**src/rtl/core/irpd_pkg.sv**
```systemverilog
// ----------------------------------------------------------------------------
// irpd_pkg: shared types and constants for the IR remote pulse decoder
// Frame length, register map, command codes and the command-to-action map.
// ----------------------------------------------------------------------------
package irpd_pkg;

	localparam int FRAME_BITS = 32;
	localparam int CNT_W      = $clog2(FRAME_BITS);
	localparam int CODE_W     = 32;
	localparam int TICK_W     = 8;
	localparam int ADDR_W     = 5;
	localparam int DATA_W     = 32;

	typedef enum logic [2:0] {
		REG_START_MIN   = 3'd0,
		REG_TIMEOUT_LEN = 3'd1,
		REG_ONE_MIN     = 3'd2,
		REG_ONE_MAX     = 3'd3,
		REG_ZERO_MIN    = 3'd4,
		REG_ZERO_MAX    = 3'd5
	} reg_idx_t;

	typedef enum logic [2:0] {
		ACT_FORWARD    = 3'd0,
		ACT_BACK       = 3'd1,
		ACT_SPIN_LEFT  = 3'd2,
		ACT_SPIN_RIGHT = 3'd3,
		ACT_STOP       = 3'd4
	} action_t;

	localparam logic [7:0] CMD_FORWARD    = 8'hB1;
	localparam logic [7:0] CMD_BACK       = 8'hD4;
	localparam logic [7:0] CMD_SPIN_LEFT  = 8'h91;
	localparam logic [7:0] CMD_SPIN_RIGHT = 8'hE1;

	localparam logic [TICK_W-1:0] RST_START_MIN   = 8'd200;
	localparam logic [TICK_W-1:0] RST_TIMEOUT_LEN = 8'd250;
	localparam logic [TICK_W-1:0] RST_ONE_MIN     = 8'd60;
	localparam logic [TICK_W-1:0] RST_ONE_MAX     = 8'd90;
	localparam logic [TICK_W-1:0] RST_ZERO_MIN    = 8'd10;
	localparam logic [TICK_W-1:0] RST_ZERO_MAX    = 8'd50;

	function automatic action_t map_action(input logic [7:0] cmd);
		action_t act;
		unique case (cmd)
			CMD_FORWARD:    act = ACT_FORWARD;
			CMD_BACK:       act = ACT_BACK;
			CMD_SPIN_LEFT:  act = ACT_SPIN_LEFT;
			CMD_SPIN_RIGHT: act = ACT_SPIN_RIGHT;
			default:        act = ACT_STOP;
		endcase
		return act;
	endfunction

endpackage

```
**src/rtl/core/ir_remote_pulse_decoder.sv**
```systemverilog
// ----------------------------------------------------------------------------
// ir_remote_pulse_decoder: NEC-style IR frame decoder
// Pulse items are registered in s1 and classified there; a completed frame's result is registered in s2.
// Throughput: one pulse item per cycle while in_stall is low; one compare-and-shift step per item.
// Reset: frame state cleared, window registers at their defaults.
// ----------------------------------------------------------------------------
module ir_remote_pulse_decoder
	import irpd_pkg::*;
(
	input  logic                clk,
	input  logic                arst_n,
	input  logic                in_valid,
	output logic                in_stall,
	input  logic [TICK_W-1:0]   high_time,
	output logic                out_valid,
	input  logic                out_stall,
	output logic [CODE_W-1:0]   code,
	output logic [7:0]          command,
	output logic [2:0]          action,
	input  logic                psel,
	input  logic                penable,
	input  logic                pwrite,
	input  logic [ADDR_W-1:0]   paddr,
	input  logic [DATA_W-1:0]   pwdata,
	output logic [DATA_W-1:0]   prdata,
	output logic                pready
);

	logic [TICK_W-1:0] start_min_q, timeout_len_q, one_min_q, one_max_q;
	logic [TICK_W-1:0] zero_min_q, zero_max_q;

	logic              valid_s1;
	logic [TICK_W-1:0] high_time_s1;

	logic              armed_q;
	logic [CNT_W-1:0]  bit_count_q;
	logic [CODE_W-1:0] shift_code_q;

	logic              out_valid_s2;
	logic [CODE_W-1:0] code_s2;
	logic [7:0]        command_s2;
	action_t           action_s2;

	logic              adv, fire, emit;
	logic              is_to, is_start, is_one, is_zero, is_data;
	logic [CNT_W:0]    cnt_next;
	logic [CODE_W-1:0] shifted;
	reg_idx_t          widx;

	// register port
	assign pready = 1'b1;
	assign widx   = reg_idx_t'(paddr[ADDR_W-1:2]);

	always_comb begin
		prdata = '0;
		unique case (widx)
			REG_START_MIN:   prdata[TICK_W-1:0] = start_min_q;
			REG_TIMEOUT_LEN: prdata[TICK_W-1:0] = timeout_len_q;
			REG_ONE_MIN:     prdata[TICK_W-1:0] = one_min_q;
			REG_ONE_MAX:     prdata[TICK_W-1:0] = one_max_q;
			REG_ZERO_MIN:    prdata[TICK_W-1:0] = zero_min_q;
			REG_ZERO_MAX:    prdata[TICK_W-1:0] = zero_max_q;
			default:         prdata = '0;
		endcase
	end

	always_ff @(posedge clk or negedge arst_n) begin
		if (!arst_n) begin
			start_min_q   <= RST_START_MIN;
			timeout_len_q <= RST_TIMEOUT_LEN;
			one_min_q     <= RST_ONE_MIN;
			one_max_q     <= RST_ONE_MAX;
			zero_min_q    <= RST_ZERO_MIN;
			zero_max_q    <= RST_ZERO_MAX;
		end else if (psel && penable && pwrite && pready) begin
			unique case (widx)
				REG_START_MIN:   start_min_q   <= pwdata[TICK_W-1:0];
				REG_TIMEOUT_LEN: timeout_len_q <= pwdata[TICK_W-1:0];
				REG_ONE_MIN:     one_min_q     <= pwdata[TICK_W-1:0];
				REG_ONE_MAX:     one_max_q     <= pwdata[TICK_W-1:0];
				REG_ZERO_MIN:    zero_min_q    <= pwdata[TICK_W-1:0];
				REG_ZERO_MAX:    zero_max_q    <= pwdata[TICK_W-1:0];
				default: ;
			endcase
		end
	end

	// handshake
	assign adv      = !out_valid_s2 || !out_stall;
	assign fire     = valid_s1 && adv;
	assign in_stall = valid_s1 && !adv;

	always_ff @(posedge clk or negedge arst_n) begin
		if (!arst_n) begin
			valid_s1 <= 1'b0;
		end else if (!in_stall) begin
			valid_s1 <= in_valid;
		end
	end

	always_ff @(posedge clk) begin
		if (in_valid && !in_stall) begin
			high_time_s1 <= high_time;
		end
	end

	// pulse classification, timeout > start > one > zero
	assign is_to    = high_time_s1 >= timeout_len_q;
	assign is_start = high_time_s1 >= start_min_q;
	assign is_one   = (high_time_s1 >= one_min_q) && (high_time_s1 < one_max_q);
	assign is_zero  = (high_time_s1 >= zero_min_q) && (high_time_s1 < zero_max_q);
	assign is_data  = !is_to && !is_start && (is_one || is_zero) && armed_q;
	assign shifted  = {shift_code_q[CODE_W-2:0], is_one};
	assign cnt_next = {1'b0, bit_count_q} + {{CNT_W{1'b0}}, 1'b1};
	assign emit     = fire && is_data && (cnt_next == (CNT_W+1)'(FRAME_BITS));

	always_ff @(posedge clk or negedge arst_n) begin
		if (!arst_n) begin
			armed_q      <= 1'b0;
			bit_count_q  <= '0;
			shift_code_q <= '0;
		end else if (fire) begin
			priority if (is_to || emit) begin
				armed_q      <= 1'b0;
				bit_count_q  <= '0;
				shift_code_q <= '0;
			end else if (is_start) begin
				armed_q      <= 1'b1;
				bit_count_q  <= '0;
				shift_code_q <= '0;
			end else if (is_data) begin
				bit_count_q  <= cnt_next[CNT_W-1:0];
				shift_code_q <= shifted;
			end
		end
	end

	// result register
	always_ff @(posedge clk or negedge arst_n) begin
		if (!arst_n) begin
			out_valid_s2 <= 1'b0;
		end else if (adv) begin
			out_valid_s2 <= emit;
		end
	end

	always_ff @(posedge clk) begin
		if (emit) begin
			code_s2    <= shifted;
			command_s2 <= shifted[15:8];
			action_s2  <= map_action(shifted[15:8]);
		end
	end

	assign out_valid = out_valid_s2;
	assign code      = code_s2;
	assign command   = command_s2;
	assign action    = action_s2;

	// checks
	a_cnt_range: assert property (@(posedge clk) disable iff (!arst_n)
		{1'b0, bit_count_q} < (CNT_W+1)'(FRAME_BITS))
		else $error("bit count past frame length");

	a_idle_clear: assert property (@(posedge clk) disable iff (!arst_n)
		!armed_q |-> (bit_count_q == '0) && (shift_code_q == '0))
		else $error("frame state set while not armed");

	a_emit_out: assert property (@(posedge clk) disable iff (!arst_n)
		emit |=> out_valid_s2 && (command_s2 == code_s2[15:8]))
		else $error("emitted item not presented");

	a_stall_src: assert property (@(posedge clk) disable iff (!arst_n)
		in_stall |-> valid_s1 && out_valid_s2 && out_stall)
		else $error("input stalled without cause");

endmodule
```
**config.mk**
```make
export PLATFORM = sky130hd
export DESIGN_NAME = ir_remote_pulse_decoder
export DESIGN_NICKNAME = d
export VERILOG_FILES = /design/src/rtl/core/irpd_pkg.sv /design/src/rtl/core/ir_remote_pulse_decoder.sv
export SDC_FILE = /design/constraint.sdc
export NUM_CORES = 1
export LEC_CHECK = 0
export ABC_AREA = 1
export BUFFER_PORTS_ARGS = -buffer_cell sky130_fd_sc_hd__buf_2
export CORE_MARGIN = 3
export CORE_UTILIZATION = 50
export DETAILED_ROUTE_END_ITERATION = 16
export PLACE_DENSITY = 0.75
export SETUP_SLACK_MARGIN = 0.3
export SYNTH_ARGS = -nofsm -noshare
export SYNTH_HDL_FRONTEND = slang
export SYNTH_SLANG_ARGS = --single-unit
```
**constraint.sdc**
```tcl
create_clock -name clk -period 3.6 [get_ports clk]
set_input_delay 0.18 -clock clk [delete_from_list [all_inputs] [get_ports clk]]
set_output_delay 0.18 -clock clk [all_outputs]
set_load 0.01 [all_outputs]
```
After elaboration in Yosys (flattened, before gate mapping)
Cells that the tools add are included.
W data, S select, Z words.
- $add $sub $neg: 1
- $lt $le $gt $ge: 6
- eq/ne operators: 10
- muxes and demuxes: 10
- reductions and logical operators: 32
- operators by type and width (operator ; number):
    $mux W31 ; 3
    $pmux W8 S6 ; 1
    $eq A8 B8 Y1 const B ; 4
    $ge A8 B8 Y1 ; 4
    $lt A8 B8 Y1 ; 2
    $reduce_and A2 Y1 ; 8
    $mux W5 ; 3
    $logic_and A1 B1 Y1 ; 12
    $pmux W3 S4 ; 1
    $add A5 B1 Y6 const B ; 1
    $eq A3 B2 Y1 const B ; 2
    $eq A3 B3 Y1 const B ; 2
    $eq A6 B6 Y1 const B ; 1
    $logic_not A1 Y1 ; 6
    $eq A3 B1 Y1 const B ; 1
    $logic_not A3 Y1 ; 1
    $logic_or A1 B1 Y1 ; 3
    $reduce_bool A3 Y1 ; 1
    $mux W1 ; 2
    $reduce_bool A2 Y1 ; 1
- register bits: 138
- word-level logic and storage cells: 74

Depth between registers and ports, before layout
- depth in word-level cells: 10
- mapped depth: 17
- gate-level depth less buffers: 16

Worst setup path after synthesis
OpenSTA, ideal clock, no wires.
- path kind: register -> register
- start: register start_min_q[7]
- end: register action_s2[0], in the netlist action[0], enable pin
- library setup time: 0.390 ns
- arrival: 2.346 ns
- required time: 3.210 ns
- path slack: 0.864 ns
- cell stages (with the launch flop): 12
- cell sequence: dfstp_2 inv_1 ha_1 nand2_1 inv_1 nor2_1 o21a_2 nand3_2 nor2_4 nand3_2 buf_2 inv_1
- cells in the longest elaborated chain, start to end: 7
- RTL lines (element ; line ; source):
    from (decl) ; ir_remote_pulse_decoder.sv:29 ; logic [TICK_W-1:0] start_min_q, timeout_len_q, one_min_q, one_max_q;
    from (signal assigned) ; ir_remote_pulse_decoder.sv:77 ; REG_START_MIN: start_min_q <= pwdata[TICK_W-1:0];
    $ge A8 B8 Y1 ; ir_remote_pulse_decoder.sv:109 ; assign is_start = high_time_s1 >= start_min_q;
    $logic_not A1 Y1 ; ir_remote_pulse_decoder.sv:112 ; assign is_data = !is_to && !is_start && (is_one || is_zero) && armed_q;
    $logic_and A1 B1 Y1 (3 in a row) ; ir_remote_pulse_decoder.sv:112 ;
    $logic_and A1 B1 Y1 (2 in a row) ; ir_remote_pulse_decoder.sv:115 ; assign emit = fire && is_data && (cnt_next == (CNT_W+1)'(FRAME_BITS));
    net emit ; ir_remote_pulse_decoder.sv:44 ; logic adv, fire, emit;
    to (signal assigned) ; ir_remote_pulse_decoder.sv:151 ; action_s2 <= map_action(shifted[15:8]);
    to (decl) ; ir_remote_pulse_decoder.sv:42 ; action_t action_s2;
The timed path passes the listed nets, and every way through them passes these cells.
A chain may end at the register's enable or synchronous reset.

Worst setup path after layout
- start: register high_time_s1[1]
- end: register shift_code_q[8]
- cells in the longest elaborated chain, start to end: 10
- RTL lines (element ; line ; source):
    from (decl) ; ir_remote_pulse_decoder.sv:33 ; logic [TICK_W-1:0] high_time_s1;
    from (signal assigned) ; ir_remote_pulse_decoder.sv:103 ; high_time_s1 <= high_time;
    $ge A8 B8 Y1, or another cell as far along ; ir_remote_pulse_decoder.sv:108 ; assign is_to = high_time_s1 >= timeout_len_q;
    $logic_not A1 Y1, or another cell as far along ; ir_remote_pulse_decoder.sv:112 ;
    $logic_and A1 B1 Y1 / $logic_or A1 B1 Y1 (equally long branches) ; ir_remote_pulse_decoder.sv:112 ;
    $logic_and A1 B1 Y1 (2 in a row) ; ir_remote_pulse_decoder.sv:112 ;
    $logic_and A1 B1 Y1 (2 in a row) ; ir_remote_pulse_decoder.sv:115 ;
    $logic_or A1 B1 Y1 ; ir_remote_pulse_decoder.sv:123 ; priority if (is_to || emit) begin
    $reduce_bool A3 Y1 (no line) ; -- ;
    $reduce_and A2 Y1 (no line) ; -- ;
    to (signal assigned) ; ir_remote_pulse_decoder.sv:133 ; shift_code_q <= shifted;
    to (decl) ; ir_remote_pulse_decoder.sv:37 ; logic [CODE_W-1:0] shift_code_q;
Several ways; a longest one is shown, not always the timed one.

==> out/metrics.yaml <==
die_h_um: 124
leakagePower_nw: 3.73
synthFlopType: "dfrtp_1"
power.density_nw_per_um2: 517
routed_wl_mm: 13.1
synth_cell_types: 42
syn_to_final_growth_pct: 15.5
outcome: "finished clean"
post-route-period-util_pct: 67.3
fin_total_pwr_mw: 4.13
netlist_area_um2: 6920
drc_errors: 0
antenna_found_initial: 0
clk_latency_ps: 420
initial_core_util_pct: 51.6
crit_path_top_delay_cell: "edfxtp_1"
drive_gt1_share_pct: 23.8
relSlewSlack_pct: 37.8
grt_remaining_overflow: 0
clk_pin_slew_ps: 60
diodes: 0
path_common_cell: "nand2_1"
crit_path_max_incr_delay_ps: 530
skew_ps: 5.89
synth_edf_count: 43
slew_viol_final: 0
fin_setup_tns_ps: 0
setup_violations: 0
yosys.area.top_type: "dfrtp_1"
synth_top_family_by_area: "simple AND/OR/NAND/NOR gates"
cap_violations: 0
hold_viol_final: 0
synthAdderAreaFrac_pct: 8.68
synth_top_cell_area_share_pct: 23.5
syn_avg_cell_area_um2: 9.67
cts_tree: "done"
pin_count: 130
arrival_ps: 2710
path_delay_family: "simple AND/OR/NAND/NOR gates"
placeableCoreArea_um2: 13400
grt_pass1_vias: 4526
dr_total_vias: 4986
clock_sinks: 130
worstHoldPathType: "in2reg"
netlist_instances: 715
std_cell_rows: 42
htreeDepth: 4
gp_congestion: 0.880
die_area_um2: 15300
critPathKind: "reg2reg"
yosys-top-cells-area: "dfrtp_1 (24%), edfxtp_1 (19%), ha_1 (8.7%), nand2_1 (8.5%), dfstp_2 (8.4%)"
yosysWarnings: 0
cp-end-kind: "flop"
synth_compound_area_share_pct: 12.9
crit_buf_inv: 1
track_usage_pct: 18.1
grt_first_pass_wirelength_mm: 21.4
die_x_um: 124
drt_iter0_markers: 334
dp_hpwl_mm: 9.24
rsz0062_at_grt: "false"
cts_resized: 0
synth_seq_area_share_pct: 50.6
nets: 905
io_buffers: 78
required_ps: 3880
clockBufferDepth: 2
worst_setup_path_start_kind: "flop"
max_slew.worst_pin.slew_ps: 932
fmax_mhz: 413
ys_ff_latch: 130
synthSimpleGateAreaFrac_pct: 16.4
firstDrtPassIters: 5
async_flop_share_pct: 66.9
synth_mux_area_share_pct: 0
grt_max_degree: 75
cp_max_fo: 72
worstPathCellList: "ha_1 -> inv_1 -> o21bai_1 -> nand2_1 -> nand2_1 -> nand2_1 -> nand2_1 -> nand3_1 -> nand2_2 -> nand2_2 -> nand2_4 -> nand2_8 -> nand2_1 -> o21ai_2"
ant_nets: 0
synth_xor_area_share_pct: 0.253
routedWlPerCell_um: 13.2
cts_root_buf: "clkbuf_16"
worst_ir_drop_vdd_v: 0.000352
vias_per_cell: 5.02
cts_buffers: 17
post-route-min-period_ps: 2420
-- timing repair --
action,in CTS,in global routing
endpoints found under the hold margin,69,0
buffers inserted,0,0
hold buffers,19,0
-- layer usage --
metal	vias to the layer above	part of all wire, %	global-route usage [%]
met5	-	0	0
met4	0	2.5	7.54
met3	25	5.5	4.59
met2	143	46	28.7
met1	2306	46	23.7
li1	2512	-	-
-- stage by stage --
step | cell area [um^2] | std cells | util, % | hold slack, ps | setup WS (ps)
final | 7990 | 994 | 59.6 | 225 | 1180
after global routing | 7990 | 994 | 59.6 | 243 | 957
after CTS | 7990 | 994 | 59.6 | 206 | 1160
after detailed placement | 7240 | 943 | 54.0 | 358 | 1200
after global placement | 7240 | 943 | 54.0 | 357 | 1210
after floorplan | 7000 | 738 | - | -116 | 864
-- worst reg2reg max path, delay by kind of cell (launching register included) --
| family | cells | cell delay (ps) |
|---|---|---|
| flip-flops | 1 | 530 |
| AO/OA/AOI/OAI | 2 | 170 |
| AND/OR/NAND/NOR | 10 | 1170 |
| adder cells (fa/ha/maj) | 1 | 380 |
| buffers and inverters | 1 | 50 |
-- worst paths after layout --
check	startpoint	end	slack [ps]	cells past startpoint
max	high_time_s1[1]$_DFFE_PP_	shift_code_q[8]$_DFFE_PN0P_	1180	14
max reg2reg	high_time_s1[1]$_DFFE_PP_	shift_code_q[8]$_DFFE_PN0P_	1180	14
min reg2reg	shift_code_q[30]$_DFFE_PN0P_	code[31]$_DFFE_PP_	450	0
min in group asynchronous	arst_n	zero_max_q[3]$_DFFE_PN0P_	430	2
min	penable	zero_max_q[5]$_DFFE_PN1P_	230	5
max in group asynchronous	arst_n	shift_code_q[28]$_DFFE_PN0P_	2390	3
-- cell usage after synthesis (20+ instances only) --
| library cell | n |
|---|---|
| o21ai_1 | 29 |
| nand3_1 | 44 |
| dfstp_2 | 22 |
| a21oi_1 | 21 |
| inv_1 | 94 |
| dfrtp_1 | 65 |
| edfxtp_1 | 43 |
| nor2_1 | 20 |
| ha_1 | 48 |
| o21ai_0 | 23 |
| buf_4 | 35 |
| nand2_1 | 156 |
| o21ai_2 | 34 |
-- cell families (layout without fill, tap and decap cells) --
family / Yosys count / after routing
and+or+nand+nor: 246 / 246
buffers and inverters: 150 / 230
AOI/OAI and AO/OA: 137 / 137
DFF: 130 / 130
adders and majority gates: 48 / 48
other: 2 / 25
xor gates and xnor gates: 2 / 2
-- area by class of cell --
type	instances	area, um^2
fill	1108	5420
sequential	130	3500
multi-input combinational	458	2730
timing repair buffer	101	613
clock buffer	18	429
inverter	97	364
tap	176	220
clock inverter	14	130
-- report_power, final --
group | total (mW) | switching [mW] | internal [mW] | leakage [nW]
sequential | 1.78 | 0.0948 | 1.68 | 1.52
clock | 1.63 | 0.668 | 0.958 | 0.272
combinational | 0.725 | 0.454 | 0.271 | 1.94
-- sequential cells by signal, summed over array words and instances, names as in the netlist, 5 cells and up --
register / cells
zero_min_q: 8
zero_max_q: 8
one_max_q: 8
high_time_s1: 8
one_min_q: 8
shift_code_q: 31
start_min_q: 8
bit_count_q: 5
code: 32
timeout_len_q: 8
-- cell usage in the layout, fill, tap and decap left out, types with 3 or more instances in the layout --
master         count
nand2_1          156
inv_1             94
buf_2             77
dfrtp_1           65
ha_1              48
nand3_1           44
edfxtp_1          43
o21ai_2           34
o21ai_1           29
conb_1            25
o21ai_0           23
dfstp_2           22
a21oi_1           21
nor2_1            20
dlygate4sd3_1     19
clkbuf_16         17
nand2_2            8
a22oi_1            6
o22ai_1            6
o211ai_1           5
inv_6              5
buf_4              5
o21a_1             4
inv_2              3
a221oi_1           3
clkinv_4           3
clkinv_2           3
Power figures use the tool's default switching activity.
